**config.mk**
```make
export PLATFORM = sky130hd
export DESIGN_NAME = lru_page_replacement_unit_flat
export DESIGN_NICKNAME = d
export VERILOG_FILES = /design/src/rtl/lrupr_pkg.sv /design/src/rtl/lrupr_stream_if.sv /design/src/rtl/lru_page_replacement_unit.sv /design/src/flat_wrapper.sv
export VERILOG_INCLUDE_DIRS = /design/src /design/src/rtl
export SDC_FILE = /design/constraint.sdc
export NUM_CORES = 1
export LEC_CHECK = 0
export BUFFER_PORTS_ARGS = -buffer_cell sky130_fd_sc_hd__buf_2
export CORE_MARGIN = 5
export CORE_UTILIZATION = 55
export DETAILED_ROUTE_END_ITERATION = 7
export PLACE_DENSITY = 0.75
export SYNTH_ARGS = -nofsm -noshare
export SYNTH_HDL_FRONTEND = slang
export SYNTH_SLANG_ARGS = --single-unit
```
**constraint.sdc**
```tcl
create_clock -name i_clk -period 12.1 [get_ports i_clk]
set_input_delay 2.42 -clock i_clk [delete_from_list [all_inputs] [get_ports i_clk]]
set_output_delay 2.42 -clock i_clk [all_outputs]
set_load 0.01 [all_outputs]
```
**src/rtl/lru_page_replacement_unit_defines.svh**
```systemverilog
// Assertion macros for the LRU page replacement unit.
// Included by the top level; no other dependencies.
`ifndef LRU_PAGE_REPLACEMENT_UNIT_DEFINES_SVH
`define LRU_PAGE_REPLACEMENT_UNIT_DEFINES_SVH

// Same-cycle implication, disabled while reset is asserted.
`define LRUPR_ASSERT_NOW(label, clk, rst_n, ante, cons, msg) \
    label: assert property (@(posedge clk) disable iff (!(rst_n)) (ante) |-> (cons)) \
        else $error(msg);

// Next-cycle implication, disabled while reset is asserted.
`define LRUPR_ASSERT_NEXT(label, clk, rst_n, ante, cons, msg) \
    label: assert property (@(posedge clk) disable iff (!(rst_n)) (ante) |=> (cons)) \
        else $error(msg);

`endif

```
**src/rtl/lrupr_pkg.sv**
```systemverilog
// Shared types and fixed field widths for the LRU page replacement unit.
// No dependencies.
`timescale 1ns / 1ps

package lrupr_pkg;

    localparam int PAGE_NUM_W  = 16;
    localparam int FRAME_IDX_W = 2;
    localparam int COUNT_W     = 32;

    typedef struct packed {
        logic [PAGE_NUM_W-1:0] page_number;
    } t_page_req;

    typedef struct packed {
        logic                   hit;
        logic [FRAME_IDX_W-1:0] frame_index;
        logic                   evicted_valid;
        logic [PAGE_NUM_W-1:0]  evicted_page;
        logic [COUNT_W-1:0]     hit_total;
        logic [COUNT_W-1:0]     fault_total;
    } t_page_rsp;

endpackage

```
**src/rtl/lrupr_stream_if.sv**
```systemverilog
// Valid/ready channel carrying one payload of a given type.
// No dependencies; the payload type is set where the channel is built.
`timescale 1ns / 1ps

interface lrupr_stream_if #(
    parameter type t_payload = logic
);
    logic     valid;
    logic     ready;
    t_payload payload;

    modport source (output valid, output payload, input ready);
    modport sink   (input valid, input payload, output ready);
endinterface

```
**src/rtl/lru_page_replacement_unit.sv**
```systemverilog
// LRU page replacement unit: top level, fully associative frame set.
// Depends on lrupr_pkg, lrupr_stream_if and lru_page_replacement_unit_defines.svh.
`timescale 1ns / 1ps
`include "lru_page_replacement_unit_defines.svh"

//  channel   dir  payload      carries
//  i_req     in   t_page_req   page reference request (page_number)
//  o_rsp     out  t_page_rsp   hit/fault, frame, evicted page, running totals
//
//  One request per cycle sustained while o_rsp is ready. The request is
//  registered, then tag compare, victim pick and rank update run against
//  the frame state and load the result register.
//  Reset (i_rst_n low, synchronous) empties all frames and clears counters.
//  A stalled result holds in the output register; the input stage keeps
//  taking requests as long as its register drains.

module lru_page_replacement_unit #(
    parameter int FRAME_COUNT = 4,
    parameter int PAGE_BITS   = 16
) (
    input  logic           i_clk,
    input  logic           i_rst_n,
    lrupr_stream_if.sink   i_req,
    lrupr_stream_if.source o_rsp
);
    import lrupr_pkg::*;

    localparam int IDX_W  = (FRAME_COUNT > 1) ? $clog2(FRAME_COUNT) : 1;
    localparam int RANK_W = IDX_W;
    localparam logic [RANK_W-1:0] LRU_RANK = RANK_W'(FRAME_COUNT - 1);

    typedef logic [PAGE_BITS-1:0] t_page;
    typedef logic [RANK_W-1:0]    t_rank;
    typedef logic [IDX_W-1:0]     t_idx;

    // Input stage
    logic  r_in_valid;
    t_page r_in_page;

    // Frame state
    t_page                  r_frame_page [FRAME_COUNT];
    logic [FRAME_COUNT-1:0] r_frame_valid;
    t_rank                  r_rank [FRAME_COUNT];
    logic [COUNT_W-1:0]     r_hit_count;
    logic [COUNT_W-1:0]     r_fault_count;

    // Output stage
    logic      r_out_valid;
    t_page_rsp r_out;

    // Next values
    t_page                  n_frame_page [FRAME_COUNT];
    logic [FRAME_COUNT-1:0] n_frame_valid;
    t_rank                  n_rank [FRAME_COUNT];
    logic [COUNT_W-1:0]     n_hit_count;
    logic [COUNT_W-1:0]     n_fault_count;
    t_page_rsp              n_out;

    logic w_advance;
    logic w_in_ready;

    logic  w_hit;
    t_idx  w_hit_idx;
    logic  w_empty_found;
    t_idx  w_empty_idx;
    t_idx  w_victim_idx;
    t_idx  w_target;
    t_rank w_target_rank;
    logic  w_fill;
    logic  w_evict;
    t_page w_in_page;

    logic [PAGE_BITS+PAGE_NUM_W-1:0]  w_in_wide;
    logic [PAGE_BITS+PAGE_NUM_W-1:0]  w_ev_wide;
    logic [IDX_W+FRAME_IDX_W-1:0]     w_idx_wide;

    // Handshake: the processing step fires when the input register holds a
    // request and the result register is free or being drained.
    assign w_advance   = r_in_valid && (!r_out_valid || o_rsp.ready);
    assign w_in_ready  = !r_in_valid || w_advance;
    assign i_req.ready = w_in_ready;

    assign o_rsp.valid   = r_out_valid;
    assign o_rsp.payload = r_out;

    // Page number masked (or zero-extended) to PAGE_BITS.
    assign w_in_wide = {{PAGE_BITS{1'b0}}, i_req.payload.page_number};
    assign w_in_page = w_in_wide[PAGE_BITS-1:0];

    // Tag compare, first empty frame and LRU victim, all in parallel.
    always_comb begin
        w_hit         = 1'b0;
        w_hit_idx     = '0;
        w_empty_found = 1'b0;
        w_empty_idx   = '0;
        w_victim_idx  = '0;
        for (int i = 0; i < FRAME_COUNT; i++) begin
            if (!w_hit && r_frame_valid[i] && (r_frame_page[i] == r_in_page)) begin
                w_hit     = 1'b1;
                w_hit_idx = IDX_W'(i);
            end
            if (!w_empty_found && !r_frame_valid[i]) begin
                w_empty_found = 1'b1;
                w_empty_idx   = IDX_W'(i);
            end
            // The oldest rank is unique once every frame is valid.
            if (r_rank[i] == LRU_RANK) begin
                w_victim_idx = IDX_W'(i);
            end
        end
    end

    assign w_fill        = !w_hit && w_empty_found;
    assign w_evict       = !w_hit && !w_empty_found;
    assign w_target      = w_hit ? w_hit_idx : (w_empty_found ? w_empty_idx : w_victim_idx);
    assign w_target_rank = r_rank[w_target];

    // Frame and rank update. An empty frame counts as older than every valid
    // one, so all valid frames age by one on a fill.
    always_comb begin
        n_frame_valid = r_frame_valid;
        for (int i = 0; i < FRAME_COUNT; i++) begin
            n_frame_page[i] = r_frame_page[i];
            n_rank[i]       = r_rank[i];
            if (w_target == IDX_W'(i)) begin
                n_rank[i] = '0;
                if (!w_hit) begin
                    n_frame_page[i] = r_in_page;
                end
                if (w_fill) begin
                    n_frame_valid[i] = 1'b1;
                end
            end else if (r_frame_valid[i] && (w_fill || (r_rank[i] < w_target_rank))) begin
                n_rank[i] = RANK_W'(r_rank[i] + 1'b1);
            end
        end
    end

    // Saturating totals.
    always_comb begin
        n_hit_count   = r_hit_count;
        n_fault_count = r_fault_count;
        if (w_hit) begin
            if (r_hit_count != '1) begin
                n_hit_count = r_hit_count + 1'b1;
            end
        end else begin
            if (r_fault_count != '1) begin
                n_fault_count = r_fault_count + 1'b1;
            end
        end
    end

    assign w_ev_wide  = {{PAGE_NUM_W{1'b0}}, r_frame_page[w_victim_idx]};
    assign w_idx_wide = {{FRAME_IDX_W{1'b0}}, w_target};

    always_comb begin
        n_out.hit           = w_hit;
        n_out.frame_index   = w_idx_wide[FRAME_IDX_W-1:0];
        n_out.evicted_valid = w_evict;
        n_out.evicted_page  = w_evict ? w_ev_wide[PAGE_NUM_W-1:0] : '0;
        n_out.hit_total     = n_hit_count;
        n_out.fault_total   = n_fault_count;
    end

    // Control state
    always_ff @(posedge i_clk) begin
        if (!i_rst_n) begin
            r_in_valid    <= 1'b0;
            r_out_valid   <= 1'b0;
            r_frame_valid <= '0;
            r_hit_count   <= '0;
            r_fault_count <= '0;
            for (int i = 0; i < FRAME_COUNT; i++) begin
                r_rank[i] <= '0;
            end
        end else begin
            if (w_in_ready) begin
                r_in_valid <= i_req.valid;
            end
            if (w_advance) begin
                r_out_valid   <= 1'b1;
                r_frame_valid <= n_frame_valid;
                r_hit_count   <= n_hit_count;
                r_fault_count <= n_fault_count;
                for (int i = 0; i < FRAME_COUNT; i++) begin
                    r_rank[i] <= n_rank[i];
                end
            end else if (o_rsp.ready) begin
                r_out_valid <= 1'b0;
            end
        end
    end

    // Payload registers, qualified by the valid bits above.
    always_ff @(posedge i_clk) begin
        if (i_req.valid && w_in_ready) begin
            r_in_page <= w_in_page;
        end
        if (w_advance) begin
            r_out <= n_out;
            for (int i = 0; i < FRAME_COUNT; i++) begin
                r_frame_page[i] <= n_frame_page[i];
            end
        end
    end

    // Frames fill from the lowest index and are never emptied.
    `LRUPR_ASSERT_NOW(a_valid_prefix, i_clk, i_rst_n, 1'b1, ((r_frame_valid & (r_frame_valid + 1'b1)) == '0), "frame valid bits not a low prefix")
    // An eviction is reported only when every frame is occupied.
    `LRUPR_ASSERT_NOW(a_evict_full, i_clk, i_rst_n, (w_advance && w_evict), (&r_frame_valid), "eviction with an empty frame")
    // Each processed request bumps exactly one total unless it saturated.
    `LRUPR_ASSERT_NEXT(a_totals_step, i_clk, i_rst_n, (w_advance && (r_hit_count != '1) && (r_fault_count != '1)), ((r_hit_count + r_fault_count) == ($past(r_hit_count) + $past(r_fault_count) + 1'b1)), "totals did not advance by one")

endmodule

```
**src/flat_wrapper.sv**
```systemverilog
// flat-port wrapper written by rule: the top's interface ports become plain ports
module lru_page_replacement_unit_flat import lrupr_pkg::*;
#(
    parameter int FRAME_COUNT = 4,
    parameter int PAGE_BITS   = 16
)
  (i_clk, i_rst_n, i_req_valid, i_req_payload, i_req_ready, o_rsp_valid, o_rsp_payload, o_rsp_ready);
  lrupr_stream_if #(.t_payload(t_page_req)) i_req_i ();
  lrupr_stream_if #(.t_payload(t_page_rsp)) o_rsp_i ();
  input  logic i_clk;
  input  logic i_rst_n;
  input wire logic [$bits(i_req_i.valid)-1:0] i_req_valid;
  input wire logic [$bits(i_req_i.payload)-1:0] i_req_payload;
  output wire logic [$bits(i_req_i.ready)-1:0] i_req_ready;
  output wire logic [$bits(o_rsp_i.valid)-1:0] o_rsp_valid;
  output wire logic [$bits(o_rsp_i.payload)-1:0] o_rsp_payload;
  input wire logic [$bits(o_rsp_i.ready)-1:0] o_rsp_ready;
  assign i_req_i.valid = i_req_valid;
  assign i_req_i.payload = i_req_payload;
  assign i_req_ready = i_req_i.ready;
  assign o_rsp_valid = o_rsp_i.valid;
  assign o_rsp_payload = o_rsp_i.payload;
  assign o_rsp_i.ready = o_rsp_ready;
  lru_page_replacement_unit #(.FRAME_COUNT(FRAME_COUNT), .PAGE_BITS(PAGE_BITS)) u_core (.i_clk(i_clk), .i_rst_n(i_rst_n), .i_req(i_req_i), .o_rsp(o_rsp_i));
endmodule
```
# == Word-level counts from Yosys, hierarchy flattened ==
# Memory sizes are Yosys's and may differ from the RTL's. A register that Yosys moved wholly into a read port is not among the register bits.
# Index checks and enable logic that the tools add are counted.
# Widths: inputs -> output; s select.
# totals
romBits,0
reg_bits,154
latch_bits,0
mem_count,2
ram_bits,72
# classes
mux,50
order_cmp,4
add_sub_neg,6
n_reduce_logical,43
n_shift,0
eq_ne,12
n_mul,0
div_mod_pow,0
bitwise_logic,4
# memory_table
memory,depth,word_bits,read_ports,rd_clocked_by_memory_dff,write_ports,line_no,rtl
u_core.r_frame_page,4,16,5,1,4,lru_page_replacement_unit.sv:41,t_page r_frame_page [FRAME_COUNT];
u_core.r_rank,4,2,5,0,4,lru_page_replacement_unit.sv:43,t_rank r_rank [FRAME_COUNT];
# op_table
op,count
$mux 16,8
$mux 32,4
$add 32x1->32 const B,2
$eq 16x16->1,4
$ne 32x32->1 const B,2
$mux 2,20
$logic_and 1x1->1,18
$mux 1,18
$logic_not 1->1,13
$reduce_and 3->1,4
$eq 2x2->1 const B,5
$add 2x1->2 const B,4
$lt 2x2->1,4
$logic_or 1x1->1,6
$or 1x1->1,4
$eq 2x1->1 const B,1
$logic_not 2->1,1
$reduce_bool 2->1,1

# == Depth between registers and ports, before layout ==
# Gate-level depths: netlist (run 1).
# An unclocked memory read counts as a cell.
# logic_depth
depth_word,24
ltp_mapped,12
depth_no_buf,9

# == Least setup slack after synthesis (run 1) ==
# OpenSTA, ideal clock, no wires.
# synth_timing
path_type,in2reg
start,input o_rsp_ready
end,memory u_core.r_rank[1][0] in the netlist's numbering (enable)
required_ps,11772
t_arrival_ps,6251
path_slack_ps,5520
setup_time_ps,328
cell_stages,8
cell_sequence,nor2b_1 nand2b_1 clkbuf_1 inv_1 clkbuf_1 buf_1 o21ai_0 a22oi_1
# synth_lines
item,line_no,rtl
from (decl),flat_wrapper.sv:17,input wire logic [$bits(o_rsp_i.ready)-1:0] o_rsp_ready;
to (decl),lru_page_replacement_unit.sv:43,

# == Worst setup path in the final report (run 1) ==
# layout_timing
start,input o_rsp_ready
end,output i_req_ready
# layout_via
elab_chain_cells,3
# layout_lines
item,line_no,rtl
$logic_or 1x1->1,lru_page_replacement_unit.sv:79,assign w_advance = r_in_valid && (!r_out_valid || o_rsp.ready);
$logic_and 1x1->1,lru_page_replacement_unit.sv:79,
$logic_or 1x1->1,lru_page_replacement_unit.sv:80,assign w_in_ready = !r_in_valid || w_advance;
to (decl),flat_wrapper.sv:14,output wire logic [$bits(i_req_i.ready)-1:0] i_req_ready;
# Every way passes these cells.

==> results of run 1 <==
-- worst max-delay path by stage --
stage	start	endpoint	slack, ns	cells after the start
2_1_floorplan	o_rsp_ready	u_core.r_rank[1][0]	5.52	8
3_3_place_gp	o_rsp_ready	i_req_ready	6.74	4
3_5_place_dp	o_rsp_ready	i_req_ready	6.72	4
4_1_cts	o_rsp_ready	i_req_ready	6.72	4
5_1_grt	o_rsp_ready	i_req_ready	6.66	4
6_report	o_rsp_ready	i_req_ready	6.72	4
-- cells in the final DEF, fill, tap and decap left out, types with 4 or more instances in the layout --
cell,Yosys,layout
mux2i_1,25,25
nand2_1,66,66
nor2_1,100,97
ha_1,5,5
inv_1,15,14
or3_1,14,14
nor2b_1,4,4
clkbuf_1,34,8
nor4_2,4,5
o21a_1,5,5
nand3_1,34,34
and3_1,20,20
and2_1,59,59
nor3_1,32,31
o21ai_0,13,13
edfxtp_1,172,172
nor4_1,6,5
clkbuf_16,0,25
a21boi_0,11,11
xor2_1,60,60
xnor2_1,117,117
nor3b_1,4,4
dfxtp_1,70,70
buf_2,11,105
nand4_1,28,28
a21oi_1,34,34
buf_4,0,7
-- per-layer routing --
| layer | up-vias | wire [um] | track usage [%] |
|---|---|---|---|
| li1 | 3647 | - | - |
| met1 | 3460 | 9940 | 25.8 |
| met2 | 169 | 10500 | 30.0 |
| met3 | 36 | 1140 | 2.81 |
| met4 | 0 | 456 | 4.16 |
| met5 | - | 0 | 0 |
-- where the power goes --
part | total, mW | switching [mW] | internal (mW)
sequential | 0.930 | 0.0186 | 0.911
combinational | 0.0919 | 0.0562 | 0.0358
clock | 0.750 | 0.306 | 0.444
-- final cells by class --
type / instances / area [um2]
Clock buffer: 36 / 697
Clock inverter: 10 / 111
Fill cell: 1620 / 7530
Inverter: 15 / 58.8
Multi-Input combinational cell: 684 / 4490
Sequential cell: 242 / 6570
Tap cell: 270 / 338
Timing Repair Buffer: 112 / 578
-- cell families (layout without fill, tap and decap cells) --
family | count (synthesis) | count (layout) | share of synthesized area (%)
buf+inv | 76 | 173 | 3.41
compound gates | 84 | 84 | 4.75
fa+ha+maj | 5 | 5 | 0.548
xor+xnor | 179 | 179 | 13.9
simple gates | 388 | 388 | 17.5
flops | 242 | 242 | 57.5
mux | 28 | 28 | 2.49
-- state kept, by name (all words and copies together) (netlist names) --
| name | cells |
|---|---|
| u_core.r_in_page | 16 |
| u_core.r_frame_valid | 4 |
| u_core.r_hit_count | 32 |
| u_core.r_fault_count | 32 |
| u_core.r_frame_page | 64 |
| u_core.r_rank | 8 |
| u_core.o_rsp.payload | 84 |
| u_core.r_in_valid | 1 |
| u_core.o_rsp.valid | 1 |
-- metrics by stage --
step           cell area [um2]  setup slack [ns]  util [%]  total power [mW]
3_3_place_gp             12000              6.74      59.1              1.04
5_1_grt                  12800              6.66      63.0              1.84
2_1_floorplan            11400              5.52         -              1.01
6_report                 12800              6.72      63.0              1.77
3_5_place_dp             12000              6.72      59.1              1.04
4_1_cts                  12800              6.72      63.0              1.79
-- critical path, cell delays in order --
cell	delay, ns
buf_2	0.09
nor2b_1	0.21
nand2_1	0.10
buf_2	0.14
==> impl_metrics.yaml, run 1 <==
synth:
  syn_nets: 1027
  synth_cell_types: 55
  ys.warnings.count: 0
  synth_common_cells: "172 x edfxtp_1, 117 x xnor2_1, 100 x nor2_1, 70 x dfxtp_1, 66 x nand2_1"
  synth_ff_type: "edfxtp_1"
  netlist_top_cells_area: "edfxtp_1 45%, dfxtp_1 12%, xnor2_1 9.0%"
  synth_edf_count: 172
  seq_area_frac_synth_pct: 57.5
  yosysMostFrequentCell: "edfxtp_1"
  synth_area_per_cell_um2: 11.4
  yosys_register_bits: 242
  synth_top_area_share_pct: 45.2
  synthArstFlopShare_pct: 0
  synth.cell_area_um2: 11400
  synth_cells: 1002
  synth_top_area_cell: "edfxtp_1"
cts:
  postCtsResizedCells: 0
  clkSlewWorstSetupHoldPaths_ns: 0.06
  holdBufCountCts: 0
  cts_sinks: 242
  clk_latency_ns: 0.53
  htreeDepth: 1
  cts_buffer_depth: 3
  cts_root_buffer: "clkbuf_16"
  cts_setup_buffers: 0
  tritoncts: "done"
  numCtsBuffers: 25
setup_path:
  crit_fanout: 4
  crit_type: "input pin to output port"
  startpoint_type: "input pin"
  cp.arrival_ns: 2.96
  required_ns: 9.68
  worstSetupEndpointType: "output port"
  r2r_cells: 8
  r2r_start: "u_core.r_in_page[13]"
  worstReg2RegEnd: "u_core.r_frame_page[0][4]"
  reg2reg_slack_ns: 7.65
run_status:
  status: "complete, no violations"
min_path:
  holdPathEnd: "u_core.r_hit_count[1]"
  hold_depth: 2
  hold_class: "register to register"
  holdCritStartpoint: "u_core.r_hit_count[1]"
route:
  avgViaCountPerCell: 5.34
  routed_wl_mm: 22.0
  num_vias: 7312
  dr.first_iter.drc_count: 399
  remaining_drc_errors: 0
  dr.pass1.iters: 5
  drt.antenna.violating_nets: 0
  wl_per_cell_um: 16.1
floorplanning:
  ios: 106
  die_area_um2: 23700
  die_h_um: 154
  fp.coreArea_um2: 20400
  start_util_pct: 56.1
  die_x_um: 154
  rows: 52
sta:
  fin_crit_ns: 5.38
  hold_viol_final: 0
  finalCritPeriodShare_pct: 44.5
  fin_skew_ns: 0.0203
  slew_headroom_pct: 27.3
  slew_viol_final: 0
  fmaxAchievable_mhz: 186
  finalSetupViolations: 0
  whs_ns: 0.522
  setup_tns_ns: 0
  rsz0062_at_grt: "no"
  tightest_slew_ns: 1.09
place:
  dp_cells: 1323
  dp_hpwl_mm: 14.7
  routabilityCongestion: 0.819
  io_buffers: 105
power_and_ir_drop:
  power.density_nw_per_um2: 138
  p_leak_nw: 4.73
  ir_worst_vdd_uv: 122
final_layout:
  n_antenna_cell: 0
  fin_nets: 1105
  drive_gt1_share_pct: 15.7
  syn2layout_area_growth_pct: 12.4
  instances_no_fill: 1369
grt:
  grt_pass1_vias: 7040
  grt_max_degree: 79
  antenna_found_initial: 0
  grt_pass1_wl_mm: 36.2
  globalRouteTotalUtil_pct: 18.3
  overflow: 0
job:
  max_cap_violations: 0
(Power assumes the default switching activity.)
==> run 2, diff against run 1 <==
==> constraint.sdc (replaced) <==
create_clock -name i_clk -period 5.65 [get_ports i_clk]
set_input_delay 1.13 -clock i_clk [delete_from_list [all_inputs] [get_ports i_clk]]
set_output_delay 1.13 -clock i_clk [all_outputs]
set_load 0.01 [all_outputs]
==> run 2 against run 1 <==
Global-route usage increased by 0.37 points. Via count is 1.3% higher. Sequential share of layout area fell by 0.20 points. Critical path depth increased by 4. Flip-flop and latch count unchanged. Combinational power rose by 110%. Sequential power increased by 110%. Final cell count unchanged. Worst hold slack gained 0.0022 ns. Critical path type is now register to register. Critical endpoint is now u_core.r_frame_page[0][2]. Highest routed layer unchanged.
==> impl_metrics.yaml, run 2 (synthesized netlist as in run 1, its figures left out) <==
run_status:
  status: "complete, no violations"
floorplanning:
  die_h_um: 154
  rows: 52
  start_util_pct: 56.1
  die_area_um2: 23700
  fp.coreArea_um2: 20400
  die_x_um: 154
  ios: 106
cts:
  cts_buffer_depth: 3
  holdBufCountCts: 0
  clk_latency_ns: 0.53
  numCtsBuffers: 25
  cts_sinks: 242
  cts_root_buffer: "clkbuf_16"
  tritoncts: "done"
  postCtsResizedCells: 0
  clkSlewWorstSetupHoldPaths_ns: 0.06
  cts_setup_buffers: 0
  htreeDepth: 1
power_and_ir_drop:
  ir_worst_vdd_uv: 259
  p_leak_nw: 4.76
  power_frac_seq_pct: 51.3
  p_sw_mw: 0.817
  p_int_mw: 3.07
  power.density_nw_per_um2: 301
  p_comb_share_pct: 5.1
  finalPower_mw: 3.88
  swShare_pct: 21.0
  clkPwrFrac_pct: 43.7
min_path:
  hold_class: "register to register"
final_layout:
  layout_commonest_cell: "edfxtp_1"
  nFillCells: 1597
  largest_register_ffs: 84
  instances_no_fill: 1369
  drive_gt1_share_pct: 15.7
  syn2layout_area_growth_pct: 12.8
  fin_nets: 1105
  utilization_pct: 63.3
  final_cell_mix: "172 x edfxtp_1, 117 x xnor2_1, 105 x buf_2, 97 x nor2_1, 70 x dfxtp_1"
  multi_input_area_um2: 4490
  n_antenna_cell: 0
  regArea_um2: 6570
sta:
  fmaxAchievable_mhz: 232
  hold_viol_final: 0
  finalSetupViolations: 0
  rsz0062_at_grt: "no"
  fin_crit_ns: 4.30
  finalCritPeriodShare_pct: 76.2
  setup_tns_ns: 0
  slew_viol_final: 0
  fin_skew_ns: 0.0211
  slew_headroom_pct: 24.3
  tightest_slew_ns: 1.14
setup_path:
  crit_type: "register to register"
  cp.arrival_ns: 4.43
  required_ns: 5.78
  startpoint_type: "register"
  crit_fanout: 18
  worstSetupEndpointType: "register"
place:
  dp_hpwl_mm: 15.0
  dp_cells: 1323
  io_buffers: 105
  routabilityCongestion: 0.871
grt:
  antenna_found_initial: 0
  grt_pass1_vias: 7163
  grt_pass1_wl_mm: 36.6
  overflow: 0
  grt_max_degree: 59
  globalRouteTotalUtil_pct: 18.6
route:
  avgViaCountPerCell: 5.41
  num_vias: 7406
  remaining_drc_errors: 0
  dr.first_iter.drc_count: 356
  dr.pass1.iters: 6
  routed_wl_mm: 22.3
  wl_per_cell_um: 16.3
  drt.antenna.violating_nets: 0
job:
  max_cap_violations: 0
[run 2: cell types whose count changed in the layout (fill, tap and decap cells not counted), sizes merged]
cell | before | now
clkinv | 5 | 12
clkinvlp | 2 | 0
bufinv | 2 | 5
clkbuf | 36 | 28
[run 2: final cells by class]
type | instances | area share (%)
clock buffer | 28 | 4.94
clock inverter | 18 | 1.67
inverter | 15 | 0.456
multi-input combinational | 684 | 34.9
sequential | 242 | 51.0
tap | 270 | 2.62
timing repair buffer | 112 | 4.49
[run 2: per-stage QoR]
stage	setup slack [ns]	cell area (um2)	hold WS [ns]
floorplan	0.360	11400	0.476
global placement	1.49	12000	0.505
detailed placement	1.30	12000	0.516
CTS	1.29	12900	0.525
global route	1.08	12900	0.552
finish	1.35	12900	0.525
[run 2: final timing paths]
path                         start                        end  slack (ns)  depth (start not counted)
max            u_core.r_in_page[6]  u_core.r_frame_page[0][2]        1.35                          8
min          u_core.r_hit_count[1]      u_core.r_hit_count[1]        0.52                          2
min reg2reg  u_core.r_hit_count[1]      u_core.r_hit_count[1]        0.52                          2
max reg2reg    u_core.r_in_page[6]  u_core.r_frame_page[0][2]        1.35                          8
[run 2: metal layers]
metal | track usage, % | part of all wire (%) | vias up
li1 | - | - | 3651
met1 | 24.9 | 44 | 3508
met2 | 31.3 | 48 | 193
met3 | 2.87 | 4.9 | 54
met4 | 5.93 | 3.2 | 0
met5 | 0 | 0 | -
[run 2: critical path: stages, from the launching register on]
cell	delay [ns]
edfxtp_1	0.54
xnor2_1	0.25
nand4_1	0.18
or4_4	0.57
o22ai_4	0.20
or3_1	0.60
o22a_1	0.56
nand2_1	0.22
nor2_2	0.80
[run 2: power by group through the flow]
| stage | clock, mW | combinational, mW | sequential (mW) |
|---|---|---|---|
| floorplan | 0 | 0.133 | 2.03 |
| global placement | 0 | 0.193 | 2.03 |
| detailed placement | 0 | 0.197 | 2.03 |
| CTS | 1.73 | 0.199 | 1.99 |
| global route | 1.81 | 0.215 | 2.00 |
| finish | 1.70 | 0.196 | 1.99 |
==> run 3, diff against run 2 <==
--- a/config.mk
+++ b/config.mk
@@ -6,6 +6,7 @@
 export SDC_FILE = /design/constraint.sdc
 export NUM_CORES = 1
 export LEC_CHECK = 0
+export ABC_AREA = 1
 export BUFFER_PORTS_ARGS = -buffer_cell sky130_fd_sc_hd__buf_2
 export CORE_MARGIN = 5
 export CORE_UTILIZATION = 55
==> constraint.sdc (replaced) <==
create_clock -name i_clk -period 4.2 [get_ports i_clk]
set_input_delay 0.84 -clock i_clk [delete_from_list [all_inputs] [get_ports i_clk]]
set_output_delay 0.84 -clock i_clk [all_outputs]
set_load 0.01 [all_outputs]
==> run 3 against run 2 <==
First-iteration DRC count rose by 85%. Clock power rose by 21%. Critical endpoint is now u_core.r_rank[2][0]. Total power rose by 30%. Fmax rose by 37%. Global-route usage rose by 5.5 points. Final cell count rose by 24%. Sequential share of layout area fell by 1.5 points. Count of clock-buffer cells in the layout rose by 3. Die area rose by 1.8%. Core utilization rose by 0.11 points.
==> impl_metrics.yaml, run 3 <==
cts:
  cts_root_buffer: "clkbuf_16"
  cts_sinks: 242
  tritoncts: "done"
  clk_latency_ns: 0.53
  cts_setup_buffers: 0
  postCtsResizedCells: 0
  cts_buffer_depth: 3
  numCtsBuffers: 24
  clkSlewWorstSetupHoldPaths_ns: 0.06
  holdBufCountCts: 0
  htreeDepth: 1
power_and_ir_drop:
  clkPwrFrac_pct: 40.4
  p_int_mw: 3.88
  power.density_nw_per_um2: 381
  p_leak_nw: 5.64
  swShare_pct: 23.3
  ir_worst_vdd_uv: 280
  finalPower_mw: 5.06
  p_sw_mw: 1.18
  power_frac_seq_pct: 52.7
  p_comb_share_pct: 6.9
final_layout:
  syn2layout_area_growth_pct: 14.1
  instances_no_fill: 1703
  layout_commonest_cell: "nand2_1"
  regArea_um2: 6570
  n_antenna_cell: 0
  largest_register_ffs: 84
  utilization_pct: 63.4
  nFillCells: 1788
  multi_input_area_um2: 4280
  final_cell_mix: "350 x nand2_1, 176 x inv_1, 172 x edfxtp_1, 106 x nor2_1, 105 x buf_2"
  drive_gt1_share_pct: 14.8
  fin_nets: 1436
grt:
  grt_pass1_vias: 8625
  antenna_found_initial: 1
  grt_pass1_wl_mm: 46.4
  overflow: 0
  globalRouteTotalUtil_pct: 24.2
  grt_max_degree: 51
synth:
  seq_area_frac_synth_pct: 56.4
  synth_edf_count: 172
  netlist_top_cells_area: "edfxtp_1 44%, dfxtp_1 12%, nand2_1 11%"
  synth_common_cells: "350 x nand2_1, 177 x inv_1, 172 x edfxtp_1, 108 x nor2_1, 70 x dfxtp_1"
  synth_ff_type: "edfxtp_1"
  synth_top_family_by_area: "simple AND/OR/NAND/NOR gates"
  synth.cell_area_um2: 11600
  synth_cell_types: 44
  ys.warnings.count: 0
  synth_xor_area_share_pct: 5.33
  yosysMostFrequentCell: "nand2_1"
  synthArstFlopShare_pct: 0
  syn_nets: 1313
  synthMuxAreaShare_pct: 0
  synth_simple_gate_area_share_pct: 23.4
  synth_cells: 1288
  synth_top_area_share_pct: 44.4
  synthAdderAreaFrac_pct: 0.538
  synth_top_area_cell: "edfxtp_1"
  synth_area_per_cell_um2: 9.04
  synth_compound_area_share_pct: 7.45
  yosys_register_bits: 242
setup_path:
  crit_fanout: 15
  r2r_cells: 15
  reg2reg_slack_ns: 1.06
  required_ns: 4.41
  startpoint: "u_core.r_rank[3][0]"
  r2r_start: "u_core.r_rank[3][0]"
  startpoint_type: "register"
  cp-endpoint: "u_core.r_rank[2][0]"
  worstSetupEndpointType: "register"
  crit_type: "register to register"
  worstReg2RegEnd: "u_core.r_rank[2][0]"
  cp.arrival_ns: 3.35
sta:
  setup_tns_ns: 0
  finalSetupViolations: 0
  fin_skew_ns: 0.0121
  fin_crit_ns: 3.14
  hold_viol_final: 0
  slew_viol_final: 0
  fmaxAchievable_mhz: 319
  rsz0062_at_grt: "no"
  finalCritPeriodShare_pct: 74.7
  slew_headroom_pct: 39.6
  tightest_slew_ns: 0.905
place:
  dp_hpwl_mm: 21.4
  routabilityCongestion: 1.01
  io_buffers: 105
  dp_cells: 1660
floorplanning:
  start_util_pct: 55.5
  ios: 106
  die_h_um: 155
  fp.coreArea_um2: 21000
  die_area_um2: 24200
  rows: 53
  die_x_um: 155
run_status:
  status: "complete, no violations"
route:
  drt.antenna.violating_nets: 0
  avgViaCountPerCell: 5.37
  routed_wl_mm: 29.7
  dr.first_iter.drc_count: 660
  num_vias: 9149
  remaining_drc_errors: 0
  dr.pass1.iters: 5
  wl_per_cell_um: 17.4
job:
  max_cap_violations: 0
min_path:
  hold_class: "input pin to register"
-- run 3: changes by cell type in the layout (fill, tap and decap cells not counted), moves of 19 or more --
cell | before | now
nand2_1 | 66 | 350
nand3_1 | 34 | 54
mux2i_1 | 25 | 0
and3_1 | 20 | 1
o21ai_0 | 13 | 65
and2_1 | 59 | 0
inv_1 | 14 | 176
xnor2_1 | 117 | 5
a21oi_1 | 34 | 54
-- run 3: metal layers --
metal / up-vias / routed length, um / track usage (%)
met1: 4265 / 13100 / 35.1
met5: - / 13 / 0
met3: 57 / 2670 / 4.90
met4: 2 / 790 / 6.92
met2: 357 / 13100 / 37.1
li1: 4468 / - / -
-- run 3: stage by stage --
| stage | setup slack, ns | instance area [um2] | hold WS [ns] |
|---|---|---|---|
| CTS | 1.11 | 13300 | 0.470 |
| global placement | 1.19 | 12500 | 0.469 |
| finish | 1.06 | 13300 | 0.488 |
| detailed placement | 1.12 | 12500 | 0.479 |
| global route | 0.841 | 13300 | 0.478 |
| floorplan | 0.294 | 11600 | 0.456 |
-- run 3: worst max-delay path, cell delays in order, from the launching register on --
cell      delay (ns)
edfxtp_1        0.42
ha_1            0.46
nor2_2          0.19
buf_4           0.25
clkinv_1        0.12
nor2_1          0.11
o211ai_1        0.08
nand2_1         0.21
inv_1           0.18
nand3_1         0.12
nand2_1         0.06
nor2_2          0.19
nand3_1         0.10
nand3_1         0.07
nand2_1         0.05
a21oi_1         0.21
-- run 3: final cells by class --
| type | instances | area share (%) |
|---|---|---|
| Sequential cell | 242 | 49.4 |
| Multi-Input combinational cell | 835 | 32.2 |
| Inverter | 190 | 5.42 |
| Clock buffer | 31 | 4.88 |
| Timing Repair Buffer | 118 | 4.69 |
| Tap cell | 275 | 2.59 |
| Clock inverter | 12 | 0.782 |
-- run 3: cells by family after synthesis --
logic type      after synthesis
compound gates              153
buf+inv                     211
flops                       242
fa+ha+maj                     5
simple gates                607
xor+xnor                     70
-- run 3: power groups by stage --
stage	sequential (mW)	combinational, mW	clock [mW]
floorplan	2.73	0.196	0
global placement	2.72	0.345	0
detailed placement	2.72	0.345	0
CTS	2.67	0.346	2.08
global route	2.67	0.384	2.19
finish	2.67	0.349	2.05
-- run 3: how the worst min path moves through the flow --
stage	startpoint	end	slack, ns	cells past startpoint
finish	i_req_payload[11]	u_core.r_in_page[11]	0.49	1
global route	i_req_payload[4]	u_core.r_in_page[4]	0.48	1
CTS	i_req_payload[2]	u_core.r_in_page[2]	0.47	1
detailed placement	u_core.r_fault_count[31]	u_core.r_fault_count[31]	0.48	2
global placement	u_core.r_fault_count[27]	u_core.r_fault_count[27]	0.47	2
floorplan	u_core.r_fault_count[27]	u_core.r_fault_count[27]	0.46	2
